[config.mk]
export PLATFORM = sky130hd
export DESIGN_NAME = date_string_validator_unit
export DESIGN_NICKNAME = d
export VERILOG_FILES = /design/src/hdl/dsv_pkg.sv /design/src/hdl/dsv_front.sv /design/src/hdl/dsv_queue.sv /design/src/hdl/dsv_back.sv /design/src/hdl/date_string_validator_unit.sv
export VERILOG_INCLUDE_DIRS = /design/src /design/src/hdl
export SDC_FILE = /design/constraint.sdc
export NUM_CORES = 1
export LEC_CHECK = 0
export BUFFER_PORTS_ARGS = -buffer_cell sky130_fd_sc_hd__buf_2
export CORE_MARGIN = 4
export CORE_UTILIZATION = 30
export CTS_BUF_LIST = sky130_fd_sc_hd__clkbuf_8
export DETAILED_ROUTE_END_ITERATION = 7
export GPL_TIMING_DRIVEN = 0
export HOLD_SLACK_MARGIN = 0.1
export PLACE_DENSITY_LB_ADDON = 0.25
export SETUP_SLACK_MARGIN = 0.2
export SLEW_MARGIN = 20
export SYNTH_ARGS = -nofsm -noshare
export SYNTH_HDL_FRONTEND = slang
export SYNTH_HIERARCHICAL = 1
export SYNTH_SLANG_ARGS = --single-unit
[constraint.sdc]
create_clock -name i_clk -period 5.25 [get_ports i_clk]
set_clock_uncertainty 0.2 [all_clocks]
set_input_delay 0.525 -clock i_clk [delete_from_list [all_inputs] [get_ports i_clk]]
set_output_delay 0.525 -clock i_clk [all_outputs]
set_load 0.005 [all_outputs]
[src/hdl/date_string_validator_unit_defines.svh]
// ----------------------------------------------------------------------------
// Date string validator assertion macros
// Concurrent assertion helpers on i_clk with i_rst_n as the disable condition.
// ----------------------------------------------------------------------------
`ifndef DATE_STRING_VALIDATOR_UNIT_DEFINES_SVH
`define DATE_STRING_VALIDATOR_UNIT_DEFINES_SVH

`ifndef SYNTHESIS
`define DSVU_ASSERT(lbl, prop, msg) \
    lbl: assert property (@(posedge i_clk) disable iff (!i_rst_n) prop) else $error(msg);
`define DSVU_ASSERT_NEVER(lbl, expr, msg) \
    `DSVU_ASSERT(lbl, !(expr), msg)
`else
`define DSVU_ASSERT(lbl, prop, msg)
`define DSVU_ASSERT_NEVER(lbl, expr, msg)
`endif

`endif

[src/hdl/dsv_pkg.sv]
// ----------------------------------------------------------------------------
// Date string validator package
// Shared types, codes, character range tables and the month length table.
// ----------------------------------------------------------------------------
package dsv_pkg;

    localparam int QUEUE_DEPTH = 2;

    typedef enum logic [3:0] {
        SCAN_D1     = 4'd0,
        SCAN_D2     = 4'd1,
        SCAN_SL1    = 4'd2,
        SCAN_M1     = 4'd3,
        SCAN_M2     = 4'd4,
        SCAN_SL2    = 4'd5,
        SCAN_Y1     = 4'd6,
        SCAN_Y2     = 4'd7,
        SCAN_Y3     = 4'd8,
        SCAN_Y4     = 4'd9,
        SCAN_ACCEPT = 4'd10,
        SCAN_DEAD   = 4'd11
    } t_scan;

    typedef enum logic [1:0] {
        ST_VALID    = 2'd0,
        ST_FORMAT   = 2'd1,
        ST_CALENDAR = 2'd2
    } t_status;

    localparam logic [7:0] CHAR_ZERO  = 8'h30;
    localparam logic [7:0] CHAR_ONE   = 8'h31;
    localparam logic [7:0] CHAR_THREE = 8'h33;
    localparam logic [7:0] CHAR_NINE  = 8'h39;
    localparam logic [7:0] CHAR_SLASH = 8'h2F;

    localparam logic [4:0] MONTH_FEB  = 5'd2;
    localparam logic [4:0] MONTH_LAST = 5'd12;
    localparam logic [4:0] LEAP_FEB   = 5'd29;

    // year / 100 == (year * RECIP_100) >> RECIP_SHIFT for all 14-bit years
    localparam logic [12:0] RECIP_100   = 13'd5243;
    localparam int          RECIP_SHIFT = 19;

    typedef struct packed {
        logic       fmt_ok;
        logic [5:0] day;
        logic [4:0] month;
        logic [13:0] year;
    } t_rec;

    typedef struct packed {
        logic full;
        logic empty;
    } t_q_stat;

    function automatic logic [7:0] char_lo(input t_scan pos);
        unique case (pos)
            SCAN_SL1, SCAN_SL2: char_lo = CHAR_SLASH;
            SCAN_Y1:            char_lo = CHAR_ONE;
            default:            char_lo = CHAR_ZERO;
        endcase
    endfunction

    function automatic logic [7:0] char_hi(input t_scan pos);
        unique case (pos)
            SCAN_D1:            char_hi = CHAR_THREE;
            SCAN_M1:            char_hi = CHAR_ONE;
            SCAN_SL1, SCAN_SL2: char_hi = CHAR_SLASH;
            default:            char_hi = CHAR_NINE;
        endcase
    endfunction

    function automatic logic [4:0] month_len(input logic [4:0] month);
        unique case (month)
            5'd2:                    month_len = 5'd28;
            5'd4, 5'd6, 5'd9, 5'd11: month_len = 5'd30;
            default:                 month_len = 5'd31;
        endcase
    endfunction

endpackage

[src/hdl/dsv_front.sv]
// ----------------------------------------------------------------------------
// Date string validator front end
// Runs the format recognizer, accumulates day, month and year, and pushes
// one record per end marker into the queue.
// ----------------------------------------------------------------------------
module dsv_front (
    input  logic           i_clk,
    input  logic           i_rst_n,
    input  logic           i_valid,
    output logic           o_ready,
    input  logic [7:0]     i_char_code,
    input  logic           i_end_marker,
    input  dsv_pkg::t_q_stat i_q_stat,
    output logic           o_push,
    output dsv_pkg::t_rec  o_push_rec
);
    import dsv_pkg::*;

    t_scan       r_pos, n_pos;
    logic [5:0]  r_day, n_day;
    logic [4:0]  r_month, n_month;
    logic [13:0] r_year, n_year;
    logic        accept;
    logic        in_range;
    logic [3:0]  digit;

    assign o_ready = !i_q_stat.full;
    assign accept  = i_valid && o_ready;
    assign digit   = i_char_code[3:0];
    assign in_range = (i_char_code >= char_lo(r_pos)) && (i_char_code <= char_hi(r_pos));

    assign o_push              = accept && i_end_marker;
    assign o_push_rec.fmt_ok   = (r_pos == SCAN_ACCEPT);
    assign o_push_rec.day      = r_day;
    assign o_push_rec.month    = r_month;
    assign o_push_rec.year     = r_year;

    always_ff @(posedge i_clk) begin
        if (!i_rst_n) begin
            r_pos   <= SCAN_D1;
            r_day   <= '0;
            r_month <= '0;
            r_year  <= '0;
        end else begin
            r_pos   <= n_pos;
            r_day   <= n_day;
            r_month <= n_month;
            r_year  <= n_year;
        end
    end

    always_comb begin
        n_pos   = r_pos;
        n_day   = r_day;
        n_month = r_month;
        n_year  = r_year;
        if (accept) begin
            if (i_end_marker) begin
                n_pos   = SCAN_D1;
                n_day   = '0;
                n_month = '0;
                n_year  = '0;
            end else begin
                unique case (r_pos)
                    SCAN_D1, SCAN_D2, SCAN_SL1, SCAN_M1, SCAN_M2,
                    SCAN_SL2, SCAN_Y1, SCAN_Y2, SCAN_Y3, SCAN_Y4: begin
                        if (in_range) begin
                            n_pos = t_scan'(r_pos + 4'd1);
                            priority case (r_pos)
                                SCAN_D1, SCAN_D2:
                                    n_day = {r_day[2:0], 3'b000} + {r_day[4:0], 1'b0}
                                          + {2'b00, digit};
                                SCAN_M1, SCAN_M2:
                                    n_month = {r_month[1:0], 3'b000}
                                            + {r_month[3:0], 1'b0} + {1'b0, digit};
                                SCAN_Y1, SCAN_Y2, SCAN_Y3, SCAN_Y4:
                                    n_year = {r_year[10:0], 3'b000}
                                           + {r_year[12:0], 1'b0} + {10'd0, digit};
                                default: ;
                            endcase
                        end else begin
                            n_pos = SCAN_DEAD;
                        end
                    end
                    default: n_pos = SCAN_DEAD;
                endcase
            end
        end
    end

endmodule

[src/hdl/dsv_queue.sv]
// ----------------------------------------------------------------------------
// Date string validator record queue
// Small first-word-fall-through queue between front and back ends.
// ----------------------------------------------------------------------------
module dsv_queue #(
    parameter int Depth = dsv_pkg::QUEUE_DEPTH
) (
    input  logic             i_clk,
    input  logic             i_rst_n,
    input  logic             i_push,
    input  dsv_pkg::t_rec    i_push_rec,
    input  logic             i_pop,
    output dsv_pkg::t_rec    o_head,
    output dsv_pkg::t_q_stat o_stat
);
    import dsv_pkg::*;

    localparam int PtrW = (Depth > 1) ? $clog2(Depth) : 1;
    localparam int CntW = $clog2(Depth + 1);
    localparam logic [PtrW-1:0] PtrLast = PtrW'(Depth - 1);
    localparam logic [CntW-1:0] CntFull = CntW'(Depth);

    t_rec            r_mem [Depth];
    logic [PtrW-1:0] r_wr_ptr, n_wr_ptr;
    logic [PtrW-1:0] r_rd_ptr, n_rd_ptr;
    logic [CntW-1:0] r_count, n_count;
    logic            do_push;
    logic            do_pop;

    assign o_stat.full  = (r_count == CntFull);
    assign o_stat.empty = (r_count == '0);
    assign do_push      = i_push && !o_stat.full;
    assign do_pop       = i_pop && !o_stat.empty;
    assign o_head       = r_mem[r_rd_ptr];

    always_ff @(posedge i_clk) begin
        if (do_push) begin
            r_mem[r_wr_ptr] <= i_push_rec;
        end
    end

    always_ff @(posedge i_clk) begin
        if (!i_rst_n) begin
            r_wr_ptr <= '0;
            r_rd_ptr <= '0;
            r_count  <= '0;
        end else begin
            r_wr_ptr <= n_wr_ptr;
            r_rd_ptr <= n_rd_ptr;
            r_count  <= n_count;
        end
    end

    always_comb begin
        n_wr_ptr = r_wr_ptr;
        n_rd_ptr = r_rd_ptr;
        n_count  = r_count;
        if (do_push) begin
            n_wr_ptr = (r_wr_ptr == PtrLast) ? '0 : r_wr_ptr + PtrW'(1);
        end
        if (do_pop) begin
            n_rd_ptr = (r_rd_ptr == PtrLast) ? '0 : r_rd_ptr + PtrW'(1);
        end
        if (do_push && !do_pop) begin
            n_count = r_count + CntW'(1);
        end else if (do_pop && !do_push) begin
            n_count = r_count - CntW'(1);
        end
    end

endmodule

[src/hdl/dsv_back.sv]
// ----------------------------------------------------------------------------
// Date string validator back end
// Two-stage calendar check: century quotient, then leap rule, month length
// and status into the output register.
// ----------------------------------------------------------------------------
module dsv_back (
    input  logic             i_clk,
    input  logic             i_rst_n,
    input  dsv_pkg::t_rec    i_head,
    input  dsv_pkg::t_q_stat i_q_stat,
    output logic             o_pop,
    output logic             o_valid,
    input  logic             i_ready,
    output logic             o_date_ok,
    output logic [1:0]       o_status
);
    import dsv_pkg::*;

    logic        r_a_valid;
    t_rec        r_a_rec;
    logic [7:0]  r_a_quot;
    logic        r_o_valid;
    logic        r_o_ok;
    t_status     r_o_status;

    logic        out_free;
    logic        a_free;
    logic [26:0] prod;
    logic [13:0] quot_x100;
    logic [13:0] rem100;
    logic        century;
    logic        leap;
    logic [4:0]  lim;
    t_status     n_status;

    assign out_free = !r_o_valid || i_ready;
    assign a_free   = !r_a_valid || out_free;
    assign o_pop    = a_free && !i_q_stat.empty;

    assign prod = {13'd0, i_head.year} * {14'd0, RECIP_100};

    always_ff @(posedge i_clk) begin
        if (!i_rst_n) begin
            r_a_valid <= 1'b0;
        end else if (a_free) begin
            r_a_valid <= !i_q_stat.empty;
        end
    end

    always_ff @(posedge i_clk) begin
        if (o_pop) begin
            r_a_rec  <= i_head;
            r_a_quot <= prod[RECIP_SHIFT+7:RECIP_SHIFT];
        end
    end

    assign quot_x100 = {r_a_quot, 6'd0} + {1'b0, r_a_quot, 5'd0} + {4'd0, r_a_quot, 2'd0};
    assign rem100    = r_a_rec.year - quot_x100;
    assign century   = (rem100 == '0);
    assign leap      = century ? (r_a_quot[1:0] == 2'b00)
                               : (r_a_rec.year[1:0] == 2'b00);

    always_comb begin
        lim = month_len(r_a_rec.month);
        if (r_a_rec.month == MONTH_FEB && leap) begin
            lim = LEAP_FEB;
        end
        priority if (!r_a_rec.fmt_ok) begin
            n_status = ST_FORMAT;
        end else if (r_a_rec.month == '0 || r_a_rec.month > MONTH_LAST) begin
            n_status = ST_CALENDAR;
        end else if (r_a_rec.day == '0 || r_a_rec.day > {1'b0, lim}) begin
            n_status = ST_CALENDAR;
        end else begin
            n_status = ST_VALID;
        end
    end

    always_ff @(posedge i_clk) begin
        if (!i_rst_n) begin
            r_o_valid <= 1'b0;
        end else if (out_free) begin
            r_o_valid <= r_a_valid;
        end
    end

    always_ff @(posedge i_clk) begin
        if (out_free && r_a_valid) begin
            r_o_ok     <= (n_status == ST_VALID);
            r_o_status <= n_status;
        end
    end

    assign o_valid   = r_o_valid;
    assign o_date_ok = r_o_ok;
    assign o_status  = r_o_status;

endmodule

[src/hdl/date_string_validator_unit.sv]
// ----------------------------------------------------------------------------
// Date string validator
// Checks DD/MM/YYYY strings one character per beat and reports validity.
// ----------------------------------------------------------------------------
// Input channel: one beat per character (i_char_code) or one end-marker beat
// (i_end_marker high, character ignored) that closes the string. Output
// channel: one beat per end marker with o_date_ok and o_status (valid,
// format error, calendar error); characters produce no output beat.
// Throughput: one input beat per cycle while o_ready is high. The front end
// steps the recognizer and digit accumulators once per accepted character.
// A result passes the queue write, the quotient stage and the status
// register before it is presented; the queue is registered and is not
// bypassed even when the back end is idle.
// The back end takes one record per cycle when not stalled; its first stage
// forms year / 100 by reciprocal multiply, the second the leap rule and limits.
// When the receiver stalls, the output register holds, the back end stops,
// and the queue absorbs end markers; o_ready drops only when it is full.
// Reset clears the recognizer to its start state, the accumulators, the
// queue and all valid flags; no output beat is pending after reset.
// ----------------------------------------------------------------------------
`include "date_string_validator_unit_defines.svh"

module date_string_validator_unit #(
    parameter int QueueDepth = dsv_pkg::QUEUE_DEPTH
) (
    input  logic       i_clk,
    input  logic       i_rst_n,
    input  logic       i_valid,
    output logic       o_ready,
    input  logic [7:0] i_char_code,
    input  logic       i_end_marker,
    output logic       o_valid,
    input  logic       i_ready,
    output logic       o_date_ok,
    output logic [1:0] o_status
);
    import dsv_pkg::*;

    t_q_stat q_stat;
    t_rec    push_rec;
    t_rec    head;
    logic    push;
    logic    pop;

    dsv_front u_front (
        .i_clk        (i_clk),
        .i_rst_n      (i_rst_n),
        .i_valid      (i_valid),
        .o_ready      (o_ready),
        .i_char_code  (i_char_code),
        .i_end_marker (i_end_marker),
        .i_q_stat     (q_stat),
        .o_push       (push),
        .o_push_rec   (push_rec)
    );

    dsv_queue #(
        .Depth (QueueDepth)
    ) u_queue (
        .i_clk      (i_clk),
        .i_rst_n    (i_rst_n),
        .i_push     (push),
        .i_push_rec (push_rec),
        .i_pop      (pop),
        .o_head     (head),
        .o_stat     (q_stat)
    );

    dsv_back u_back (
        .i_clk     (i_clk),
        .i_rst_n   (i_rst_n),
        .i_head    (head),
        .i_q_stat  (q_stat),
        .o_pop     (pop),
        .o_valid   (o_valid),
        .i_ready   (i_ready),
        .o_date_ok (o_date_ok),
        .o_status  (o_status)
    );

    `DSVU_ASSERT_NEVER(a_no_overflow, push && q_stat.full, "queue push while full")
    `DSVU_ASSERT(a_marker_queued, push |=> !q_stat.empty, "end marker not queued")
    `DSVU_ASSERT(a_ok_matches, o_valid |-> (o_date_ok == (o_status == ST_VALID)), "ok flag mismatch")
    `DSVU_ASSERT_NEVER(a_status_code, o_valid && (o_status > ST_CALENDAR), "undefined status code")

endmodule
# Word level (Yosys, flattened, before mapping)
# Memory sizes are Yosys's and may differ from the RTL's. A register that Yosys moved wholly into a read port is not among the register bits.
# Index checks and enable logic that the tools add are counted.
[totals]
ff_bits = 72
ram_bits = 52
in_bits = 13
output_inout_bits = 5
word_cells = 126
mem_count = 1
[mem_list]
columns = ["name", "depth", "width", "rd", "rd_clocked_by_memory_dff", "wr", "line_no", "source"]
rows = [
  ["u_queue.r_mem", 2, 26, 1, 1, 1, "dsv_queue.sv:23", "t_rec r_mem [Depth];"],
]
[op_classes]
addsub = 14
multipliers = 1
n_lt_le_gt_ge = 4
n_eq_ne = 16
mux = 31
n_reduce_logical = 43
[op_table]
columns = ["op", "n"]
rows = [
  ["$mux W14", 4],
  ["$mul A14 B13 Y27 const B", 1],
  ["$mux W6", 4],
  ["$mux W5", 4],
  ["$eq A4 B3 Y1 const B", 4],
  ["$pmux W5 S3", 1],
  ["$add A14 B10 Y14", 1],
  ["$add A14 B13 Y14", 1],
  ["$add A14 B14 Y14", 1],
  ["$add A14 B4 Y14", 1],
  ["$logic_not A14 Y1", 1],
  ["$sub A14 B14 Y14", 1],
  ["$eq A4 B4 Y1 const B", 3],
  ["$mux W2", 6],
  ["$mux W4", 3],
  ["$reduce_and A4 Y1", 3],
  ["$reduce_bool A2 Y1", 6],
  ["$eq A5 B3 Y1 const B", 2],
  ["$eq A5 B4 Y1 const B", 2],
  ["$logic_and A1 B1 Y1", 10],
  ["$pmux W5 S2", 1],
  ["$reduce_or A10 Y1", 1],
  ["$eq A4 B2 Y1 const B", 2],
  ["$ge A8 B6 Y1", 1],
  ["other kinds (24)", 45],
]

# Longest topological paths before layout
[logic_depth]
word_depth = 13
mapped_depth = 21
mapped_depth_nobuf = 19

# Cells and area by module
# The synthesis kept the hierarchy.
[by_module_without_submodules]
columns = ["mod", "instances", "cells_each", "area_per_inst_um2"]
rows = [
  ["dsv_back", 1, 526, 5574.1],
  ["dsv_front", 1, 256, 2372.3],
  ["dsv_queue", 1, 106, 2108.3],
]

# Worst setup path after synthesis
# OpenSTA, ideal clock, no wires.
[synth_timing]
path_kind = "reg-to-reg"
start = "register with a tool-made name"
end = "register u_back.r_a_quot[5], data pin"
arrival_ns = 4.814
required_time_ns = 4.789
slack_ns = -0.025
stages_incl_launch_ff = 17
synth_period_minus_slack_ns = 5.275
path_cell_list = "dfxtp_1 -> buf_2 -> buf_4 -> mux2_2 -> ha_1 -> inv_1 -> fa_1 -> fa_1 -> inv_1 -> fa_1 -> fa_1 -> ha_1 -> a21oi_1 -> o211ai_1 -> a221oi_1 -> o211ai_1 -> o311a_1"
[synth_rtl]
columns = ["element", "line_no", "source"]
rows = [
  ["end signal, assigned", "dsv_back.sv:53", "r_a_quot <= prod[RECIP_SHIFT+7:RECIP_SHIFT];"],
  ["end, declared", "dsv_back.sv:21", "logic [7:0] r_a_quot;"],
]

==> flow_metrics.tcl <==
set metrics [dict create \
    yosysWarnings 6 \
    viasPerCell 4.498 \
    dpl_cell_area_sq_um 10790 \
    cts.sink_count 125 \
    vias 6324 \
    path_class "flip-flop to flip-flop" \
    ys_seq_elements 125 \
    critPathSlowestCell "fa_1" \
    wirelength_microns 19760 \
    routedLengthMet1_microns 9907 \
    cp_data_required_time_ns 5.23 \
    worstMarginPinSlew_ns 0.6904 \
    drtIter0Drc 264 \
    yosysSeqAreaShare 0.3375 \
    grt_pass1_vias 6762 \
    setup-violations-final 1 \
    critPathLaunchType "flip-flop" \
    max_freq_mhz 188.8 \
    synth_top_area_frac 0.2658 \
    synth_area_sq_um 10050 \
    clock-root-buffer "clkbuf_8" \
    antenna_found_initial 0 \
    crit_fanout 8 \
    gr-total-overflow 0 \
    syn_to_final_growth_pct 17.01 \
    routedWlPerCell_microns 14.05 \
    cts_tree "yes" \
    die-area_sq_um 36510 \
    post-route-drc-count 0 \
    slew_violations 0 \
    hold_viol 0 \
    cp_top_family "adder cells" \
    worstPathArrival_ns 5.28 \
    postCtsHoldBufs 0 \
    drv_cap 0 \
    hpwlAfterDp_microns 15260 \
    rows 66 \
    final_common_cell "inv_1" \
    start_util 0.3067 \
    cpMostUsedCell "fa_1" \
    grt_use_total 0.1164 \
    path_cells "buf_8 > buf_12 > mux2_4 > fa_1 > ha_2 > inv_2 > fa_1 > inv_1 > fa_1 > fa_1 > ha_4 > nand3_4 > o211ai_1 > a221oi_2 > o211ai_1 > buf_4 > nand3_2 > o311a_1" \
    clk_pin_slew_ns 0.08 \
    synth_area_per_cell_sq_um 11.32 \
    end_kind "flip-flop" \
    timing.final.crit_share 1.009 \
    grt_max_degree 27 \
    synth_nets 1142 \
    ys_async_sr_fraction 0 \
    antenna_left 0 \
    drive_gt1_frac 0.1629 \
    synth_ff_type "edfxtp_1" \
    clockBufferDepth 2 \
    synth_area_leaders "edfxtp_1, ha_1, fa_1" \
    die_y_microns 191.1 \
    cp_num_buf_inv 5 \
    violations "setup timing" \
    design_area_sq_um 11770 \
    synth_cell_types 70 \
    insertion_delay_ns 0.43 \
    rsz0062_at_grt "yes" \
    period_minus_slack_ns 5.296 \
    layout_common_cells "inv_1, ha_1, edfxtp_1, fa_1, dfxtp_1" \
    grt_pass1_wl_microns 34090 \
    io_pins 18 \
    status "finished, violations left" \
    wl_met2_microns 9412 \
    syn_inst 888 \
    yosysTopAreaCell "edfxtp_1" \
    die-width_microns 191.1 \
    port_buffers 17 \
    maxSlewHeadroom 0.5397 \
    max_stage_delay_ns 0.54 \
    cts_buffers 17 \
    fin_ws_ns -0.04552 \
    ctsHtreeMaxLevel 4 \
    route.met3.wl_microns 297 \
    core_sq_um 32780 \
    gp_congestion 0.7784 \
    synth_edf_count 89 \
    firstDrtPassIters 4 \
    dr.max_layer_used "met4" \
    worstHoldPathType "input pin to flip-flop" \
    fin_nets 1205 \
    diodes 0 \
    fillers 3250 \
]
state kept, by name, summed over array words and instances, names as in the netlist, named ones only:
signal / cells
u_back/r_a_quot: 8
u_front/r_month: 5
u_queue/r_rd_ptr: 1
u_front/r_day: 6
u_front/r_pos: 4
u_queue/r_wr_ptr: 1
u_queue/r_count: 2
u_back/o_valid: 1
u_queue/r_mem: 52
u_back/r_a_valid: 1
u_back/r_a_rec: 26
u_back/o_date_ok: 1
u_back/o_status: 2
u_front/r_year: 14
logic make-up after synthesis:
logic type / after synthesis / synth area share
compound gates: 145 / 0.1045
buf+inv: 178 / 0.06993
simple gates: 139 / 0.06956
xor+xnor: 33 / 0.02875
mux: 27 / 0.03011
fa+ha+maj: 241 / 0.3596
flops: 125 / 0.3375
layout make-up:
| cell class | instances | area (sq um) | area share |
|---|---|---|---|
| buffer | 10 | 107.6 | 0.009146 |
| clock buffer | 17 | 234.0 | 0.01989 |
| clock inverter | 15 | 185.2 | 0.01574 |
| inverter | 168 | 630.6 | 0.05360 |
| multi-input combinational | 585 | 6334 | 0.5383 |
| sequential | 125 | 3395 | 0.2885 |
| tap | 442 | 553.0 | 0.04701 |
| timing repair buffer | 44 | 326.6 | 0.02776 |
worst paths after layout:
| check | endpoint | cells after the start | startpoint | slack, ns |
|---|---|---|---|---|
| worst max-delay path | u_back/r_a_quot[5]$_DFFE_PP_ | 18 | flip-flop | -0.05 |
| worst min register to register | u_queue/r_mem[0][24]$_DFFE_PP_ | 0 | u_front/r_day[5]$_SDFFE_PN0P_ | 0.27 |
| worst min-delay path | u_queue/r_wr_ptr$_SDFFE_PN0P_ | 2 | i_rst_n | 0.19 |
| worst max register to register | u_back/r_a_quot[5]$_DFFE_PP_ | 18 | flip-flop | -0.05 |
cell usage after synthesis (all sizes together) (10+ instances only):
master / number
inv: 168
ha: 161
edfxtp: 89
fa: 80
dfxtp: 36
nand2: 33
nor2: 33
a21oi: 27
mux2: 26
o21ai: 24
a22o: 21
nand3: 19
xnor2: 18
xor2: 15
a21o: 10
metrics by stage:
| step | setup WS [ns] | hold WS, ns | setup TNS (ns) | instances | util |
|---|---|---|---|---|---|
| after floorplan | 0.1846 | 0.2260 | 0 | 888 | - |
| after global placement | -0.4503 | 0.2517 | -2.649 | 1347 | 0.3270 |
| after detailed placement | -0.4936 | 0.2456 | -2.834 | 1350 | 0.3292 |
| after CTS | -0.04100 | 0.1543 | -0.05827 | 1406 | 0.3584 |
| after global routing | -0.1995 | 0.1627 | -1.130 | 1406 | 0.3589 |
| final | -0.04552 | 0.1862 | -0.04552 | 1406 | 0.3589 |
timing repair:
action	CTS	global route
resized for setup	53	5
gates cloned	0	0
pin swaps	40	2
buffers inserted	24	0
endpoints found under the setup margin	8	8
layer usage:
metal,track usage,up-vias
met2,0.1937,46
met5,0,-
met4,0.02155,0
met1,0.1623,3057
met3,0.01863,11
li1,-,3210
Power is left out: the tool's default activity adds up to more than one toggle a clock period on the data nets, which glitch-free logic cannot reach.
